`src/rtl/ecd_pkg.sv`:
```
package ecd_pkg;

	localparam int OFFSET_W = 17;

	localparam logic [11:0] EPOCH_YEAR     = 12'd1970;
	localparam logic [6:0]  EPOCH_YEAR_100 = 7'd70;
	localparam logic [1:0]  EPOCH_CENT_4   = 2'd3;
	localparam logic [3:0]  LAST_MONTH     = 4'd12;

	// Restoring division: the divisor starts shifted up so that the
	// quotient fits in the number of steps.
	localparam int DAY_STEPS  = 16;
	localparam int HOUR_STEPS = 5;
	localparam int MIN_STEPS  = 6;
	localparam logic [31:0] DAY_DIV_TOP  = 32'(64'd86400 << (DAY_STEPS - 1));
	localparam logic [31:0] HOUR_DIV_TOP = 32'(64'd3600 << (HOUR_STEPS - 1));
	localparam logic [31:0] MIN_DIV_TOP  = 32'(64'd60 << (MIN_STEPS - 1));

	typedef struct packed {
		logic [31:0] epoch_seconds;
		logic        use_local;
	} in_t;

	typedef struct packed {
		logic [11:0] year;
		logic [3:0]  month;
		logic [4:0]  day;
		logic [4:0]  hour;
		logic [5:0]  minute;
		logic [5:0]  second;
	} out_t;

	function automatic logic [8:0] year_len(input logic leap);
		return leap ? 9'd366 : 9'd365;
	endfunction

	function automatic logic [4:0] month_len(input logic [3:0] month, input logic leap);
		logic [4:0] len;
		case (month)
			4'd2: begin
				len = leap ? 5'd29 : 5'd28;
			end
			4'd4, 4'd6, 4'd9, 4'd11: begin
				len = 5'd30;
			end
			default: begin
				len = 5'd31;
			end
		endcase
		return len;
	endfunction

endpackage

```
`src/rtl/epoch_seconds_to_calendar_date.sv`:
```
// Converts a 32-bit count of seconds since 1970-01-01 00:00:00 into a Gregorian date and
// time of day, optionally shifted by the signed UTC offset register (a zero count always
// gives the epoch). All arithmetic runs through one shared 32-bit subtract-and-compare
// unit under a small sequencer: 16 steps of restoring division by 86400, one step per
// elapsed year plus one, one step per elapsed month plus one, then 5 and 6 division steps
// for hour and minute, and a done state that loads the output register. A new request is
// accepted in the cycle after the previous result has moved into the output register, so
// a stalled output holds the block until it drains.
module epoch_seconds_to_calendar_date
	import ecd_pkg::*;
(
	input  logic                       clk,
	input  logic                       arst_n,
	input  logic                       in_valid,
	output logic                       in_stall,
	input  in_t                        in_data,
	output logic                       out_valid,
	input  logic                       out_stall,
	output out_t                       out_data,
	input  logic                       cfg_valid,
	output logic                       cfg_ready,
	input  logic signed [OFFSET_W-1:0] cfg_data
);

	localparam logic [2:0] ST_IDLE  = 3'd0;
	localparam logic [2:0] ST_DAY   = 3'd1;
	localparam logic [2:0] ST_YEAR  = 3'd2;
	localparam logic [2:0] ST_MONTH = 3'd3;
	localparam logic [2:0] ST_HOUR  = 3'd4;
	localparam logic [2:0] ST_MIN   = 3'd5;
	localparam logic [2:0] ST_DONE  = 3'd6;

	logic [2:0]                 state_q;
	logic signed [OFFSET_W-1:0] offset_q;
	logic [31:0]                acc_q;
	logic [31:0]                div_q;
	logic [3:0]                 cnt_q;
	logic [15:0]                days_q;
	logic [11:0]                year_q;
	logic [6:0]                 year100_q;
	logic [1:0]                 cent4_q;
	logic [3:0]                 month_q;
	logic [4:0]                 hour_q;
	logic [5:0]                 minute_q;
	logic                       out_valid_q;
	out_t                       out_q;

	logic        in_take;
	logic        out_load;
	logic        leap;
	logic [31:0] start_t;
	logic [31:0] opa;
	logic [31:0] opb;
	logic [32:0] diff;
	logic        ge;

	assign in_stall  = (state_q != ST_IDLE);
	assign in_take   = in_valid && !in_stall;
	assign cfg_ready = 1'b1;
	assign out_valid = out_valid_q;
	assign out_data  = out_q;
	assign out_load  = (state_q == ST_DONE) && (!out_valid_q || !out_stall);

	assign leap = (year_q[1:0] == 2'd0) && ((year100_q != 7'd0) || (cent4_q == 2'd0));

	always_comb begin
		start_t = in_data.epoch_seconds;
		if (in_data.use_local && (in_data.epoch_seconds != 32'd0)) begin
			start_t = in_data.epoch_seconds + 32'(offset_q);
		end
	end

	always_comb begin
		opa = acc_q;
		opb = div_q;
		case (state_q)
			ST_YEAR: begin
				opa = {16'd0, days_q};
				opb = {23'd0, year_len(leap)};
			end
			ST_MONTH: begin
				opa = {16'd0, days_q};
				opb = {27'd0, month_len(month_q, leap)};
			end
			default: begin
				opa = acc_q;
				opb = div_q;
			end
		endcase
	end

	assign diff = {1'b0, opa} - {1'b0, opb};
	assign ge   = !diff[32];

	always_ff @(posedge clk or negedge arst_n) begin
		if (!arst_n) begin
			offset_q <= '0;
		end else if (cfg_valid && cfg_ready) begin
			offset_q <= cfg_data;
		end
	end

	always_ff @(posedge clk or negedge arst_n) begin
		if (!arst_n) begin
			state_q     <= ST_IDLE;
			out_valid_q <= 1'b0;
		end else begin
			if (out_load) begin
				out_valid_q <= 1'b1;
			end else if (!out_stall) begin
				out_valid_q <= 1'b0;
			end
			case (state_q)
				ST_IDLE: begin
					if (in_take) begin
						state_q <= ST_DAY;
					end
				end
				ST_DAY: begin
					if (cnt_q == 4'd0) begin
						state_q <= ST_YEAR;
					end
				end
				ST_YEAR: begin
					if (!ge) begin
						state_q <= ST_MONTH;
					end
				end
				ST_MONTH: begin
					if (!ge || (month_q == LAST_MONTH)) begin
						state_q <= ST_HOUR;
					end
				end
				ST_HOUR: begin
					if (cnt_q == 4'd0) begin
						state_q <= ST_MIN;
					end
				end
				ST_MIN: begin
					if (cnt_q == 4'd0) begin
						state_q <= ST_DONE;
					end
				end
				ST_DONE: begin
					if (out_load) begin
						state_q <= ST_IDLE;
					end
				end
				default: begin
					state_q <= ST_IDLE;
				end
			endcase
		end
	end

	always_ff @(posedge clk) begin
		case (state_q)
			ST_IDLE: begin
				acc_q  <= start_t;
				div_q  <= DAY_DIV_TOP;
				cnt_q  <= 4'(DAY_STEPS - 1);
				days_q <= '0;
			end
			ST_DAY: begin
				if (ge) begin
					acc_q <= diff[31:0];
				end
				days_q <= {days_q[14:0], ge};
				div_q  <= div_q >> 1;
				cnt_q  <= cnt_q - 4'd1;
				if (cnt_q == 4'd0) begin
					year_q    <= EPOCH_YEAR;
					year100_q <= EPOCH_YEAR_100;
					cent4_q   <= EPOCH_CENT_4;
				end
			end
			ST_YEAR: begin
				if (ge) begin
					days_q <= diff[15:0];
					year_q <= year_q + 12'd1;
					if (year100_q == 7'd99) begin
						year100_q <= 7'd0;
						cent4_q   <= cent4_q + 2'd1;
					end else begin
						year100_q <= year100_q + 7'd1;
					end
				end else begin
					month_q <= 4'd1;
				end
			end
			ST_MONTH: begin
				if (ge && (month_q != LAST_MONTH)) begin
					days_q  <= diff[15:0];
					month_q <= month_q + 4'd1;
				end else begin
					div_q <= HOUR_DIV_TOP;
					cnt_q <= 4'(HOUR_STEPS - 1);
				end
			end
			ST_HOUR: begin
				if (ge) begin
					acc_q <= diff[31:0];
				end
				hour_q <= {hour_q[3:0], ge};
				if (cnt_q == 4'd0) begin
					div_q <= MIN_DIV_TOP;
					cnt_q <= 4'(MIN_STEPS - 1);
				end else begin
					div_q <= div_q >> 1;
					cnt_q <= cnt_q - 4'd1;
				end
			end
			ST_MIN: begin
				if (ge) begin
					acc_q <= diff[31:0];
				end
				minute_q <= {minute_q[4:0], ge};
				div_q    <= div_q >> 1;
				cnt_q    <= cnt_q - 4'd1;
			end
			default: begin
				if (out_load) begin
					out_q.year   <= year_q;
					out_q.month  <= month_q;
					out_q.day    <= days_q[4:0] + 5'd1;
					out_q.hour   <= hour_q;
					out_q.minute <= minute_q;
					out_q.second <= acc_q[5:0];
				end
			end
		endcase
	end

	a_take_starts: assert property (@(posedge clk) disable iff (!arst_n)
		in_take |=> (state_q == ST_DAY))
		else $error("accepted request did not start the day division");

	a_year_range: assert property (@(posedge clk) disable iff (!arst_n)
		(state_q == ST_YEAR) |-> ((year_q >= 12'd1970) && (year_q <= 12'd2106)))
		else $error("year counter left its range");

	a_month_range: assert property (@(posedge clk) disable iff (!arst_n)
		(state_q == ST_MONTH) |-> ((month_q >= 4'd1) && (month_q <= LAST_MONTH)))
		else $error("month counter left its range");

	a_out_fields: assert property (@(posedge clk) disable iff (!arst_n)
		out_valid_q |-> ((out_q.day != 5'd0) && (out_q.hour <= 5'd23)
			&& (out_q.minute <= 6'd59) && (out_q.second <= 6'd59)))
		else $error("result field out of range");

	a_load_from_done: assert property (@(posedge clk) disable iff (!arst_n)
		$rose(out_valid_q) |-> ($past(state_q) == ST_DONE))
		else $error("result presented outside the done state");

endmodule

```
`config.mk`:
```
export PLATFORM = sky130hd
export DESIGN_NAME = epoch_seconds_to_calendar_date
export DESIGN_NICKNAME = d
export VERILOG_FILES = /design/src/rtl/ecd_pkg.sv /design/src/rtl/epoch_seconds_to_calendar_date.sv
export SDC_FILE = /design/constraint.sdc
export NUM_CORES = 1
export LEC_CHECK = 0
export BUFFER_PORTS_ARGS = -buffer_cell sky130_fd_sc_hd__buf_2
export CAP_MARGIN = 10
export CORE_ASPECT_RATIO = 0.9
export CORE_UTILIZATION = 30
export CTS_CLUSTER_DIAMETER = 150
export DETAILED_ROUTE_END_ITERATION = 16
export HOLD_SLACK_MARGIN = 0.12
export SLEW_MARGIN = 20
export SYNTH_ARGS = -nofsm -noshare
export SYNTH_HDL_FRONTEND = slang
export SYNTH_SLANG_ARGS = --single-unit
export TNS_END_PERCENT = 20
```
`constraint.sdc`:
```
create_clock -name clk -period 12.6 [get_ports clk]
set_input_delay 2.52 -clock clk [delete_from_list [all_inputs] [get_ports clk]]
set_output_delay 2.52 -clock clk [all_outputs]
set_load 0.02 [all_outputs]
```
==> impl_metrics.py <==
metrics = {
    "status": {
        "outcome": "complete, no violations",
    },
    "pwr": {
        "p_sw_share_pct": 44.19,
        "internal-power_mw": 2.027,
        "ir_drop_mv": 0.1803,
        "combPwrFrac_pct": 55.9,
        "p_seq_share_pct": 29.5,
        "power_density_nw_per_um2": 284.4,
        "clkPwrFrac_pct": 14.6,
        "p_switching_mw": 1.605,
        "leakage_nw": 5.119,
        "finalPower_mw": 3.633,
    },
    "detailed_routing": {
        "drt-total-wl_um": 26430,
        "drt_iter0_markers": 626,
        "drtPass1Iterations": 4,
        "wl_per_cell_um": 15.66,
        "antenna_left": 0,
        "vias": 8536,
        "vias_per_cell": 5.057,
        "drc": 0,
    },
    "logic_synthesis": {
        "synthCells": 1115,
        "synth-main-ff-cell": "edfxtp_1",
        "synth_area_um2": 11130,
        "avgSynthCellArea_um2": 9.982,
        "synth_top_area_share_pct": 42.63,
        "yosysWarnings": 0,
        "synth-seq-cells": 179,
        "netlist_top_cells_area": "edfxtp_1 (43%), ha_1 (8.4%), nand2_1 (6.0%)",
        "synth_nets": 1247,
        "async_flop_share_pct": 11.73,
        "synth_edf_count": 158,
        "synth_top_area_cell": "edfxtp_1",
        "synth_cell_types": 75,
        "synth-seq-area-share_pct": 47.35,
    },
    "sta": {
        "period_needed_ns": 5.312,
        "max_clock_freq_mhz": 188.3,
        "tns_ns": 0,
        "skew_ns": 0.01204,
        "tightest_slew_ns": 1.039,
        "hold_viol_final": 0,
        "grt_setup_unrepaired": "no",
        "setup_viol": 0,
        "fin_hold_ws_ns": 0.4233,
        "maxSlewHeadroom_pct": 30.56,
        "maxSlewViolCount": 0,
        "period_share_pct": 42.16,
    },
    "worst_setup_path": {
        "reg2reg_from": "state_q[1]",
        "path_depth": 15,
        "worstReg2RegEnd": "year_q[6]",
        "cp-startpoint": "state_q[1]",
        "cp.required_ns": 12.74,
        "path_max_fanout": 81,
        "startpoint_type": "flop",
        "crit_family": "compound AO/OA/AOI/OAI gates",
        "path_cells": "nand2_2, buf_4, o21ai_0, ha_1, fa_1, nor2b_1, o21ai_1, a211oi_1, o21ai_1, nand2b_1, a41oi_1, o211ai_1, o21ai_2, o21ai_1, buf_4",
        "cpMostUsedCell": "o21ai_1",
        "end_kind": "flop",
        "slowest_delay_ns": 0.63,
        "ff2ff_setup_slack_ns": 7.29,
        "crit_path_end": "year_q[6]",
        "ff2ff_path_depth": 15,
        "worstPathArrival_ns": 5.45,
        "crit_type": "reg -> reg",
        "crit_slowest_cell": "buf_4",
        "crit_buf_inv": 2,
    },
    "cells_and_area": {
        "final_cell_area_um2": 12770,
        "stdcell_count": 1688,
        "drive_above_1_share_pct": 14.44,
        "fillers": 3707,
        "fin_nets": 1331,
        "n_antenna_cell": 0,
        "layout_commonest_cell": "nand2_1",
        "syn2layout_area_growth_pct": 14.76,
        "final_cell_mix": "nand2_1 (176), edfxtp_1 (158), buf_2 (94)",
    },
    "clock_network": {
        "clkLatencyLatePin_ns": 0.44,
        "cts_buffers": 17,
        "tritoncts": "done",
        "clkTransAtPathRegs_ns": 0.07,
        "postCtsSetupRepairBufs": 0,
        "clock_sinks": 179,
        "cts_root_buf": "clkbuf_16",
        "cts_resized": 0,
        "clockBufferDepth": 2,
        "htreeDepth": 4,
        "cts_hold_buf": 0,
    },
    "grt": {
        "antenna_found_initial": 0,
        "first_global_vias": 8072,
        "grt.total_usage_pct": 14.16,
        "grt_max_degree": 82,
        "grt_pass1_wl_um": 42340,
        "overflow": 0,
    },
    "floorplanning": {
        "dieWidth_um": 205.0,
        "rows": 66,
        "core_area_um2": 36330,
        "start_util_pct": 30.63,
        "die_y_um": 184.7,
        "fp.dieArea_um2": 37870,
        "ios": 96,
    },
    "hold_path": {
        "hold_class": "reg -> reg",
    },
    "placed_design": {
        "place_congestion": 0.8634,
        "placed_cells": 1656,
        "io_buffers": 94,
        "dp_hpwl_um": 19520,
        "placed_cell_area_um2": 12180,
    },
    "run": {
        "cap_violations": 0,
    },
}
[stage by stage]
step	setup WS [ns]	util (%)
3_5_place_dp	7.074	33.53
3_3_place_gp	7.105	33.46
5_1_grt	6.972	35.15
4_1_cts	7.372	35.14
2_1_floorplan	6.714	-
6_report	7.288	35.15
[synth_stat cells, types with 4 or more instances]
cell type    n
o31ai_1      7
o31a_1       4
nor3_1      14
clkbuf_1    32
a31oi_1     11
mux2_2      18
o21a_1       8
inv_1       36
and2_1      39
edfxtp_1   158
xnor2_1     34
a211oi_1    17
mux2i_1      7
a21o_1      32
o21ai_1     18
o211ai_1     4
nor2_1      76
nand2_1    177
nand2b_1    12
a22o_1       4
nand3_1     25
or3_1        5
xor2_1      41
nor4_1      10
o21bai_1     5
dfrtp_1     21
ha_1        75
o21ai_0     52
nand4_1     13
buf_1        6
a21oi_1     81
and3_1      12
nor2b_1      6
[registers in the layout (all words and copies together), names as in the netlist]
name       cells
acc_q         32
out_data      38
cnt_q          4
offset_q      17
cent4_q        2
month_q        4
days_q        16
minute_q       6
state_q        3
out_valid      1
year_q        12
hour_q         5
year100_q      7
div_q         32
[worst reg2reg max path, cell delays in order, from the launching register on]
cell and delay (ns):
dfrtp_1 0.61, nand2_2 0.19, buf_4 0.63, o21ai_0 0.25
ha_1 0.26, fa_1 0.41, nor2b_1 0.13, o21ai_1 0.10
a211oi_1 0.54, o21ai_1 0.20, nand2b_1 0.19, a41oi_1 0.21
o211ai_1 0.25, o21ai_2 0.23, o21ai_1 0.48, buf_4 0.33
[power by group through the flow]
stage / Combinational (mW) / Clock, mW / Sequential (mW)
2_1_floorplan: 1.51 / 0 / 1.05
3_3_place_gp: 1.96 / 0 / 1.08
3_5_place_dp: 2.01 / 0 / 1.08
4_1_cts: 2.03 / 0.544 / 1.07
5_1_grt: 2.28 / 0.563 / 1.09
6_report: 2.03 / 0.532 / 1.07
[kinds of logic (layout without fill, tap and decap cells)]
kind of cell	count (synthesis)	in the layout	share of synthesized area, %
compound gates	279	279	15.99
xor+xnor	75	75	5.902
fa+ha+maj	77	77	8.791
buf+inv	75	172	2.563
flops	179	179	47.35
mux	26	26	2.552
other cells	1	1	0.03369
simple gates	403	403	16.82
[worst min path at each step]
stage / cells past startpoint / slack [ns] / endpoint / startpoint
finish: 0 / 0.42 / out_data[16] / hour_q[4]
global route: 0 / 0.44 / out_data[16] / hour_q[4]
CTS: 0 / 0.43 / out_data[16] / hour_q[4]
detailed placement: 0 / 0.41 / out_data[16] / hour_q[4]
global placement: 0 / 0.40 / out_data[11] / minute_q[5]
floorplan: 0 / 0.40 / out_data[11] / minute_q[5]
[cell type report]
class,instances,area (µm²),share of cell area (%)
multi-input cells,861,5620,44.00
flip-flops and latches,179,5270,41.26
well taps,476,595.6,4.663
repair buffers,104,565.5,4.428
clock buffers,17,425.4,3.331
clock inverters,15,160.2,1.254
inverters,36,135.1,1.058
[metal layers]
| metal | vias to the layer above | GRT usage [%] | wire [µm] |
|---|---|---|---|
| met5 | - | 0 | 0 |
| met3 | 23 | 2.475 | 1343 |
| met2 | 215 | 20.53 | 11140 |
| met4 | 0 | 3.437 | 282 |
| met1 | 4048 | 21.48 | 13670 |
| li1 | 4250 | - | - |
No activity file was read; power rests on OpenSTA's default activity.
